<file path="src/hdl/cpu_alu_with_flags_assert.svh">
// Assertion helpers for the ALU block.
`ifndef CPU_ALU_WITH_FLAGS_ASSERT_SVH
`define CPU_ALU_WITH_FLAGS_ASSERT_SVH

// Same-cycle implication, disabled in reset.
`define CALU_ASSERT_NOW(label, clk, rst_n, ante, cons) \
  label: assert property (@(posedge clk) disable iff (!rst_n) (ante) |-> (cons)) \
    else $error("calu assertion failed");

// Next-cycle implication, disabled in reset.
`define CALU_ASSERT_NEXT(label, clk, rst_n, ante, cons) \
  label: assert property (@(posedge clk) disable iff (!rst_n) (ante) |=> (cons)) \
    else $error("calu assertion failed");

`endif

</file>
<file path="src/hdl/calu_pkg.sv">
package calu_pkg;

  localparam int MODE_W  = 5;
  localparam int WORD_W  = 16;
  localparam int BYTE_W  = 8;
  localparam int BIDX_W  = 3;
  localparam int FLAGS_W = 4;

  // Bit positions inside flags_in
  localparam int FLAG_Z = 3;
  localparam int FLAG_N = 2;
  localparam int FLAG_H = 1;
  localparam int FLAG_C = 0;

  typedef enum logic [MODE_W-1:0] {
    MODE_ADD   = 5'd0,
    MODE_ADC   = 5'd1,
    MODE_SUB   = 5'd2,
    MODE_SBC   = 5'd3,
    MODE_AND   = 5'd4,
    MODE_OR    = 5'd5,
    MODE_XOR   = 5'd6,
    MODE_CP    = 5'd7,
    MODE_INC   = 5'd8,
    MODE_DEC   = 5'd9,
    MODE_RLC   = 5'd10,
    MODE_RL    = 5'd11,
    MODE_RRC   = 5'd12,
    MODE_RR    = 5'd13,
    MODE_BIT   = 5'd14,
    MODE_RES   = 5'd15,
    MODE_SET   = 5'd16,
    MODE_ADD16 = 5'd17
  } mode_t;

  typedef struct packed {
    logic [MODE_W-1:0]  mode;
    logic [WORD_W-1:0]  operand_a;
    logic [WORD_W-1:0]  operand_b;
    logic [BIDX_W-1:0]  bit_index;
    logic [FLAGS_W-1:0] flags_in;
  } in_item_t;

  typedef struct packed {
    logic [WORD_W-1:0] result;
    logic              zero_flag;
    logic              subtract_flag;
    logic              half_carry_flag;
    logic              carry_flag;
  } out_item_t;

endpackage

</file>
<file path="src/hdl/calu_if.sv">
interface calu_in_if;
  import calu_pkg::*;

  logic                valid;
  logic                ready;
  logic [MODE_W-1:0]   mode;
  logic [WORD_W-1:0]   operand_a;
  logic [WORD_W-1:0]   operand_b;
  logic [BIDX_W-1:0]   bit_index;
  logic [FLAGS_W-1:0]  flags_in;

  modport source (output valid, output mode, output operand_a, output operand_b,
                  output bit_index, output flags_in, input ready);
  modport sink   (input valid, input mode, input operand_a, input operand_b,
                  input bit_index, input flags_in, output ready);
endinterface

interface calu_out_if;
  import calu_pkg::*;

  logic              valid;
  logic              ready;
  logic [WORD_W-1:0] result;
  logic              zero_flag;
  logic              subtract_flag;
  logic              half_carry_flag;
  logic              carry_flag;

  modport source (output valid, output result, output zero_flag, output subtract_flag,
                  output half_carry_flag, output carry_flag, input ready);
  modport sink   (input valid, input result, input zero_flag, input subtract_flag,
                  input half_carry_flag, input carry_flag, output ready);
endinterface

</file>
<file path="src/hdl/cpu_alu_with_flags.sv">
// Channel   Dir   Contents
// in_ch     in    mode, operand_a, operand_b, bit_index, flags_in
// out_ch    out   result, zero_flag, subtract_flag, half_carry_flag, carry_flag
//
// One beat per cycle while out_ch does not stall; a result is registered in s1_r
// and then in out_r before it is valid on out_ch.
// The ALU is a single pass of 8/16-bit adders, logic and muxes between them.
// rst_n (synchronous) empties both registers.
// A stall on out_ch holds the result register; the input register keeps
// accepting until both are full, so ready drops only with two beats in flight.
`include "cpu_alu_with_flags_assert.svh"

module cpu_alu_with_flags (
  input logic        clk,
  input logic        rst_n,
  calu_in_if.sink    in_ch,
  calu_out_if.source out_ch
);
  import calu_pkg::*;

  in_item_t  s1_r;
  in_item_t  s1_nxt;
  logic      s1_vld_r;
  out_item_t out_r;
  out_item_t alu_nxt;
  logic      out_vld_r;
  logic      out_free;
  logic      s1_adv;
  logic      in_acc;

  assign out_free    = !out_vld_r || out_ch.ready;
  assign s1_adv      = s1_vld_r && out_free;
  assign in_ch.ready = !s1_vld_r || out_free;
  assign in_acc      = in_ch.valid && in_ch.ready;

  assign s1_nxt = '{mode:      in_ch.mode,
                    operand_a: in_ch.operand_a,
                    operand_b: in_ch.operand_b,
                    bit_index: in_ch.bit_index,
                    flags_in:  in_ch.flags_in};

  always_comb begin
    logic [BYTE_W-1:0] a;
    logic [BYTE_W-1:0] b;
    logic              fz;
    logic              fn;
    logic              fh;
    logic              fc;
    logic [BYTE_W-1:0] add_b;
    logic              add_cin;
    logic [BYTE_W:0]   add_s;
    logic [4:0]        add_hs;
    logic [BYTE_W-1:0] sub_b;
    logic              sub_cin;
    logic [BYTE_W:0]   sub_d;
    logic [4:0]        sub_hd;
    logic [WORD_W:0]   w_s;
    logic [12:0]       w_hs;
    logic [BYTE_W-1:0] r8;

    a  = s1_r.operand_a[BYTE_W-1:0];
    b  = s1_r.operand_b[BYTE_W-1:0];
    fz = s1_r.flags_in[FLAG_Z];
    fn = s1_r.flags_in[FLAG_N];
    fh = s1_r.flags_in[FLAG_H];
    fc = s1_r.flags_in[FLAG_C];

    add_b   = (s1_r.mode == MODE_INC) ? 8'h01 : b;
    add_cin = (s1_r.mode == MODE_ADC) ? fc : 1'b0;
    add_s   = {1'b0, a} + {1'b0, add_b} + {8'h00, add_cin};
    add_hs  = {1'b0, a[3:0]} + {1'b0, add_b[3:0]} + {4'h0, add_cin};

    sub_b   = (s1_r.mode == MODE_DEC) ? 8'h01 : b;
    sub_cin = (s1_r.mode == MODE_SBC) ? fc : 1'b0;
    // borrow shows as the top bit going negative
    sub_d   = {1'b0, a} - {1'b0, sub_b} - {8'h00, sub_cin};
    sub_hd  = {1'b0, a[3:0]} - {1'b0, sub_b[3:0]} - {4'h0, sub_cin};

    w_s  = {1'b0, s1_r.operand_a} + {1'b0, s1_r.operand_b};
    w_hs = {1'b0, s1_r.operand_a[11:0]} + {1'b0, s1_r.operand_b[11:0]};

    r8 = 8'h00;
    alu_nxt = '{result: s1_r.operand_a, zero_flag: fz, subtract_flag: fn,
                half_carry_flag: fh, carry_flag: fc};

    case (s1_r.mode)
      MODE_ADD, MODE_ADC: begin
        r8 = add_s[BYTE_W-1:0];
        alu_nxt.subtract_flag   = 1'b0;
        alu_nxt.half_carry_flag = add_hs[4];
        alu_nxt.carry_flag      = add_s[BYTE_W];
      end
      MODE_SUB, MODE_SBC: begin
        r8 = sub_d[BYTE_W-1:0];
        alu_nxt.subtract_flag   = 1'b1;
        alu_nxt.half_carry_flag = sub_hd[4];
        alu_nxt.carry_flag      = sub_d[BYTE_W];
      end
      MODE_AND: begin
        r8 = a & b;
        alu_nxt.subtract_flag   = 1'b0;
        alu_nxt.half_carry_flag = 1'b1;
        alu_nxt.carry_flag      = 1'b0;
      end
      MODE_OR: begin
        r8 = a | b;
        alu_nxt.subtract_flag   = 1'b0;
        alu_nxt.half_carry_flag = 1'b0;
        alu_nxt.carry_flag      = 1'b0;
      end
      MODE_XOR: begin
        r8 = a ^ b;
        alu_nxt.subtract_flag   = 1'b0;
        alu_nxt.half_carry_flag = 1'b0;
        alu_nxt.carry_flag      = 1'b0;
      end
      MODE_CP: begin
        r8 = a;
        alu_nxt.zero_flag       = (sub_d[BYTE_W-1:0] == 8'h00);
        alu_nxt.subtract_flag   = 1'b1;
        alu_nxt.half_carry_flag = sub_hd[4];
        alu_nxt.carry_flag      = sub_d[BYTE_W];
      end
      MODE_INC: begin
        r8 = add_s[BYTE_W-1:0];
        alu_nxt.subtract_flag   = 1'b0;
        alu_nxt.half_carry_flag = add_hs[4];
      end
      MODE_DEC: begin
        r8 = sub_d[BYTE_W-1:0];
        alu_nxt.subtract_flag   = 1'b1;
        alu_nxt.half_carry_flag = sub_hd[4];
      end
      MODE_RLC: begin
        r8 = {b[6:0], b[7]};
        alu_nxt.subtract_flag   = 1'b0;
        alu_nxt.half_carry_flag = 1'b0;
        alu_nxt.carry_flag      = b[7];
      end
      MODE_RL: begin
        r8 = {b[6:0], fc};
        alu_nxt.subtract_flag   = 1'b0;
        alu_nxt.half_carry_flag = 1'b0;
        alu_nxt.carry_flag      = b[7];
      end
      MODE_RRC: begin
        r8 = {b[0], b[7:1]};
        alu_nxt.subtract_flag   = 1'b0;
        alu_nxt.half_carry_flag = 1'b0;
        alu_nxt.carry_flag      = b[0];
      end
      MODE_RR: begin
        r8 = {fc, b[7:1]};
        alu_nxt.subtract_flag   = 1'b0;
        alu_nxt.half_carry_flag = 1'b0;
        alu_nxt.carry_flag      = b[0];
      end
      MODE_BIT: begin
        r8 = a;
        alu_nxt.zero_flag       = !b[s1_r.bit_index];
        alu_nxt.subtract_flag   = 1'b0;
        alu_nxt.half_carry_flag = 1'b1;
      end
      MODE_RES: r8 = b & ~(8'h01 << s1_r.bit_index);
      MODE_SET: r8 = b | (8'h01 << s1_r.bit_index);
      MODE_ADD16: begin
        alu_nxt.subtract_flag   = 1'b0;
        alu_nxt.half_carry_flag = w_hs[12];
        alu_nxt.carry_flag      = w_s[WORD_W];
      end
      default: r8 = 8'h00;
    endcase

    // Byte ops zero-extend and take Z from the byte, except where set above
    case (s1_r.mode)
      MODE_ADD, MODE_ADC, MODE_SUB, MODE_SBC, MODE_AND, MODE_OR, MODE_XOR,
      MODE_INC, MODE_DEC, MODE_RLC, MODE_RL, MODE_RRC, MODE_RR: begin
        alu_nxt.result    = {8'h00, r8};
        alu_nxt.zero_flag = (r8 == 8'h00);
      end
      MODE_CP, MODE_BIT, MODE_RES, MODE_SET: alu_nxt.result = {8'h00, r8};
      MODE_ADD16: alu_nxt.result = w_s[WORD_W-1:0];
      default: alu_nxt.result = s1_r.operand_a;
    endcase
  end

  always_ff @(posedge clk) begin
    if (!rst_n) begin
      s1_vld_r  <= 1'b0;
      out_vld_r <= 1'b0;
    end else begin
      if (in_ch.ready) begin
        s1_vld_r <= in_ch.valid;
      end
      if (out_free) begin
        out_vld_r <= s1_vld_r;
      end
    end
  end

  // Payload registers: load only on a moving beat
  always_ff @(posedge clk) begin
    if (in_acc) begin
      s1_r <= s1_nxt;
    end
    if (s1_adv) begin
      out_r <= alu_nxt;
    end
  end

  assign out_ch.valid           = out_vld_r;
  assign out_ch.result          = out_r.result;
  assign out_ch.zero_flag       = out_r.zero_flag;
  assign out_ch.subtract_flag   = out_r.subtract_flag;
  assign out_ch.half_carry_flag = out_r.half_carry_flag;
  assign out_ch.carry_flag      = out_r.carry_flag;

  `CALU_ASSERT_NEXT(a_s1_moves_out, clk, rst_n, s1_adv, out_vld_r)
  `CALU_ASSERT_NOW(a_stall_only_full, clk, rst_n, !in_ch.ready, s1_vld_r && out_vld_r)
  `CALU_ASSERT_NOW(a_no_overwrite, clk, rst_n, in_acc && s1_vld_r, s1_adv)
  `CALU_ASSERT_NEXT(a_result_loaded, clk, rst_n, s1_adv, out_r == $past(alu_nxt))

endmodule
</file>
<file path="src/flat_wrapper.sv">
// flat-port wrapper written by rule: the top's interface ports become plain ports
module cpu_alu_with_flags_flat import calu_pkg::*;
  (clk, rst_n, in_ch_valid, in_ch_mode, in_ch_operand_a, in_ch_operand_b, in_ch_bit_index, in_ch_flags_in, in_ch_ready, out_ch_valid, out_ch_result, out_ch_zero_flag, out_ch_subtract_flag, out_ch_half_carry_flag, out_ch_carry_flag, out_ch_ready);
  calu_in_if in_ch_i ();
  calu_out_if out_ch_i ();
  input logic clk;
  input logic rst_n;
  input wire logic [$bits(in_ch_i.valid)-1:0] in_ch_valid;
  input wire logic [$bits(in_ch_i.mode)-1:0] in_ch_mode;
  input wire logic [$bits(in_ch_i.operand_a)-1:0] in_ch_operand_a;
  input wire logic [$bits(in_ch_i.operand_b)-1:0] in_ch_operand_b;
  input wire logic [$bits(in_ch_i.bit_index)-1:0] in_ch_bit_index;
  input wire logic [$bits(in_ch_i.flags_in)-1:0] in_ch_flags_in;
  output wire logic [$bits(in_ch_i.ready)-1:0] in_ch_ready;
  output wire logic [$bits(out_ch_i.valid)-1:0] out_ch_valid;
  output wire logic [$bits(out_ch_i.result)-1:0] out_ch_result;
  output wire logic [$bits(out_ch_i.zero_flag)-1:0] out_ch_zero_flag;
  output wire logic [$bits(out_ch_i.subtract_flag)-1:0] out_ch_subtract_flag;
  output wire logic [$bits(out_ch_i.half_carry_flag)-1:0] out_ch_half_carry_flag;
  output wire logic [$bits(out_ch_i.carry_flag)-1:0] out_ch_carry_flag;
  input wire logic [$bits(out_ch_i.ready)-1:0] out_ch_ready;
  assign in_ch_i.valid = in_ch_valid;
  assign in_ch_i.mode = in_ch_mode;
  assign in_ch_i.operand_a = in_ch_operand_a;
  assign in_ch_i.operand_b = in_ch_operand_b;
  assign in_ch_i.bit_index = in_ch_bit_index;
  assign in_ch_i.flags_in = in_ch_flags_in;
  assign in_ch_ready = in_ch_i.ready;
  assign out_ch_valid = out_ch_i.valid;
  assign out_ch_result = out_ch_i.result;
  assign out_ch_zero_flag = out_ch_i.zero_flag;
  assign out_ch_subtract_flag = out_ch_i.subtract_flag;
  assign out_ch_half_carry_flag = out_ch_i.half_carry_flag;
  assign out_ch_carry_flag = out_ch_i.carry_flag;
  assign out_ch_i.ready = out_ch_ready;
  cpu_alu_with_flags u_core (.clk(clk), .rst_n(rst_n), .in_ch(in_ch_i), .out_ch(out_ch_i));
endmodule
</file>
<file path="config.mk">
export PLATFORM = sky130hd
export DESIGN_NAME = cpu_alu_with_flags_flat
export DESIGN_NICKNAME = d
export VERILOG_FILES = /design/src/hdl/calu_pkg.sv /design/src/hdl/calu_if.sv /design/src/hdl/cpu_alu_with_flags.sv /design/src/flat_wrapper.sv
export VERILOG_INCLUDE_DIRS = /design/src /design/src/hdl
export SDC_FILE = /design/constraint.sdc
export NUM_CORES = 1
export LEC_CHECK = 0
export BUFFER_PORTS_ARGS = -buffer_cell sky130_fd_sc_hd__buf_2
export CORE_ASPECT_RATIO = 0.8
export CORE_MARGIN = 3
export CORE_UTILIZATION = 30
export CTS_CLUSTER_DIAMETER = 50
export DETAILED_ROUTE_END_ITERATION = 10
export PLACE_DENSITY_LB_ADDON = 0.1
export SETUP_SLACK_MARGIN = 0.4
export SLEW_MARGIN = 5
export SYNTH_ARGS = -nofsm -noshare
export SYNTH_HDL_FRONTEND = slang
export SYNTH_SLANG_ARGS = --single-unit
</file>
<file path="constraint.sdc">
create_clock -name clk -period 6.5 [get_ports clk]
set_input_delay 0.975 -clock clk [delete_from_list [all_inputs] [get_ports clk]]
set_output_delay 0.975 -clock clk [all_outputs]
set_load 0.005 [all_outputs]
</file>
==> flow_metrics.tcl <==
set metrics [dict create \
    fp.dieW_um 151.5 \
    synth_xor_area_share_pct 4.310 \
    synthToLayoutAreaGrowth_pct 15.69 \
    worstMarginPinSlew_ns 1.139 \
    required_ns 6.70 \
    grt_max_degree 45 \
    drt-vias-per-instance 5.455 \
    yosysWarningCount 0 \
    n_fill_cell 1670 \
    dieArea_um2 18540 \
    postSynthCellCount 516 \
    nets 668 \
    end_kind "register" \
    die_y_um 122.4 \
    portBuffers 69 \
    ys_top_cells_by_count "64 x edfxtp_1, 37 x ha_1, 34 x a21oi_1" \
    hold_viol 0 \
    clock_skew_ns 0.006982 \
    p_leak_nw 2.290 \
    root_buffer "clkbuf_16" \
    cts.sinks 66 \
    synth_compound_area_share_pct 21.67 \
    synth_edf_count 64 \
    postRouteAntennaNets 0 \
    pin_count 70 \
    insertion_delay_ns 0.34 \
    clkPwrFrac_pct 36.1 \
    antenna_found_initial 0 \
    grt_overflow 0 \
    synth_top_area_cell "edfxtp_1" \
    path_max_fanout 25 \
    ir_drop_v 0.00009976 \
    async_reset_ff_share_pct 0 \
    relSlewSlack_pct 23.87 \
    final_util_pct 36.37 \
    first_iter_violations 435 \
    sw_frac_of_total_pct 29.98 \
    yosysMostFrequentCell "edfxtp_1" \
    rsz0062_at_grt "false" \
    crit_path_start_kind "register" \
    synth_seq_area_share_pct 38.62 \
    power.switching_mw 0.3943 \
    cts_inserted_buffers 9 \
    start_util_pct 31.44 \
    synth_area_leaders "edfxtp_1 38%, ha_1 9.1%, a21oi_1 3.3%" \
    yosysUniqueCellTypes 74 \
    synth_ff_type "edfxtp_1" \
    via_count 4353 \
    routed_wl_um 15980 \
    outcome "complete, no violations" \
    tns_ns 0 \
    period_minus_slack_ns 4.415 \
    grt_pass1_wl_um 24900 \
    grtUsageTotal_pct 17.77 \
    drive_gt1_share_pct 18.52 \
    synthDominantCellAreaShare_pct 37.83 \
    preCtsSetupSlack_ns 2.171 \
    synthMuxAreaShare_pct 1.921 \
    dp_hpwl_um 11830 \
    intPower_mw 0.9210 \
    crit_type "register to register" \
    synth_top_family_by_area "compound AO/OA/AOI/OAI gates" \
    avgSynthCellArea_um2 9.845 \
    dr.pass1.iters 5 \
    grt_pass1_vias 4331 \
    pwr-share-comb_pct 23.3 \
    fmax_ghz 0.2265 \
    drv_slew 0 \
    htreeDepth 3 \
    cts_tree "yes" \
    netlist_area_um2 5080 \
    reg2reg_depth 13 \
    coreArea_um2 16160 \
    finalCritPeriodShare_pct 67.93 \
    synth_seq_cells 66 \
    power_frac_seq_pct 40.6 \
    core.rowCount 41 \
    ctsHoldBuffers 0 \
    power-per-cell-area_nw_per_um2 223.8 \
    drcViolationCount 0 \
    diodes 0 \
    globalplace.congestion 0.9167 \
    synthSimpleGateAreaFrac_pct 17.12 \
    cts_resized 0 \
    synth_adder_area_share_pct 11.28 \
    syn_nets 606 \
    rrSetupSlack_ns 2.08 \
    clk_pin_slew_ns 0.06 \
    post_cts_buffers 0 \
    clockBufferDepth 2 \
    max_cap_violations 0 \
    finalSetupViolations 0 \
    hold_class "register to register" \
    holdPathStages 1 \
    cp.arrival_ns 4.62 \
    wl_per_cell_um 20.02 \
    setup_ws_ns 2.085 \
]
[placed cells by master (no fill, tap or decap), types with 7 or more instances in the layout]
cell        n
nand2b_1    7
a22oi_1    15
a21oi_1    34
nor3_1     16
xnor2_1    14
xor2_1     11
o21ai_0    24
ha_1       37
a31oi_1     9
and2_1      8
clkbuf_16   9
edfxtp_1   64
o21a_1      7
nand3_1    18
nor2b_1    21
buf_2      69
inv_1      32
nor2_1     31
nand2_1    32
[metal layers]
layer  GRT usage [%]  vias to the layer above  routed length (µm)
met2           24.54                      148                6392
met5               0                        -                   0
li1                -                     2077                   -
met3           5.131                       12                1114
met1           26.93                     2116                8310
met4           4.530                        0                 157
[per-stage QoR]
| stage | power (mW) | instance area (µm²) | hold slack, ns | cells |
|---|---|---|---|---|
| floorplan | 0.7453 | 5080 | 0.4768 | 516 |
| global placement | 0.8455 | 5590 | 0.4897 | 782 |
| detailed placement | 0.8445 | 5590 | 0.5024 | 782 |
| CTS | 1.329 | 5877 | 0.5150 | 798 |
| global route | 1.384 | 5877 | 0.5412 | 798 |
| finish | 1.315 | 5877 | 0.5231 | 798 |
[final timing paths]
kind                         from                      end
setup / recovery  u_core.s1_r[40]  u_core.out_ch.zero_flag
hold / removal    u_core.s1_vld_r      u_core.out_ch.valid
setup reg to reg  u_core.s1_r[40]  u_core.out_ch.zero_flag
hold reg to reg   u_core.s1_vld_r      u_core.out_ch.valid
[kinds of logic after synthesis]
logic type / after synthesis
AND/OR/NAND/NOR: 163
AO/OA/AOI/OAI: 158
flip-flops: 66
buffers and inverters: 54
adder cells (fa/ha/maj): 43
XOR/XNOR: 25
multiplexers: 7
[layout make-up]
type	instances	area [µm²]	area share, %
Multi-Input combinational cell	396	2864	48.73
Clock inverter	6	57.56	0.9793
Clock buffer	10	229.0	3.896
Timing Repair Buffer	73	375.4	6.387
Sequential cell	66	1962	33.38
Inverter	32	120.1	2.044
Tap cell	215	269.0	4.577
[critical path, cell delays in order (launching register included)]
cell and delay [ns]:
edfxtp_1 0.70, or3_1 0.50, nor2_1 0.61, or2_2 0.24, fa_1 0.44, inv_1 0.07, ha_1 0.23, xor2_1 0.17
o2bb2ai_1 0.17, nor3_1 0.16, o21ai_0 0.15, or3_1 0.36, nor4_1 0.26, a41o_1 0.22
[state kept, by name (all words and copies together) (netlist names)]
register / count
u_core.out_ch.carry_flag: 1
u_core.out_ch.half_carry_flag: 1
u_core.out_ch.result: 16
u_core.out_ch.subtract_flag: 1
u_core.out_ch.valid: 1
u_core.out_ch.zero_flag: 1
u_core.s1_r: 44
u_core.s1_vld_r: 1
[power groups by stage]
| stage | combinational (mW) | clock (mW) | sequential [mW] |
|---|---|---|---|
| after CTS | 0.306 | 0.490 | 0.534 |
| after floorplan | 0.222 | 0 | 0.523 |
| after global placement | 0.303 | 0 | 0.542 |
| final | 0.307 | 0.475 | 0.534 |
| after global routing | 0.343 | 0.504 | 0.537 |
| after detailed placement | 0.303 | 0 | 0.542 |
Note: power is estimated with default switching activity, not from simulation.
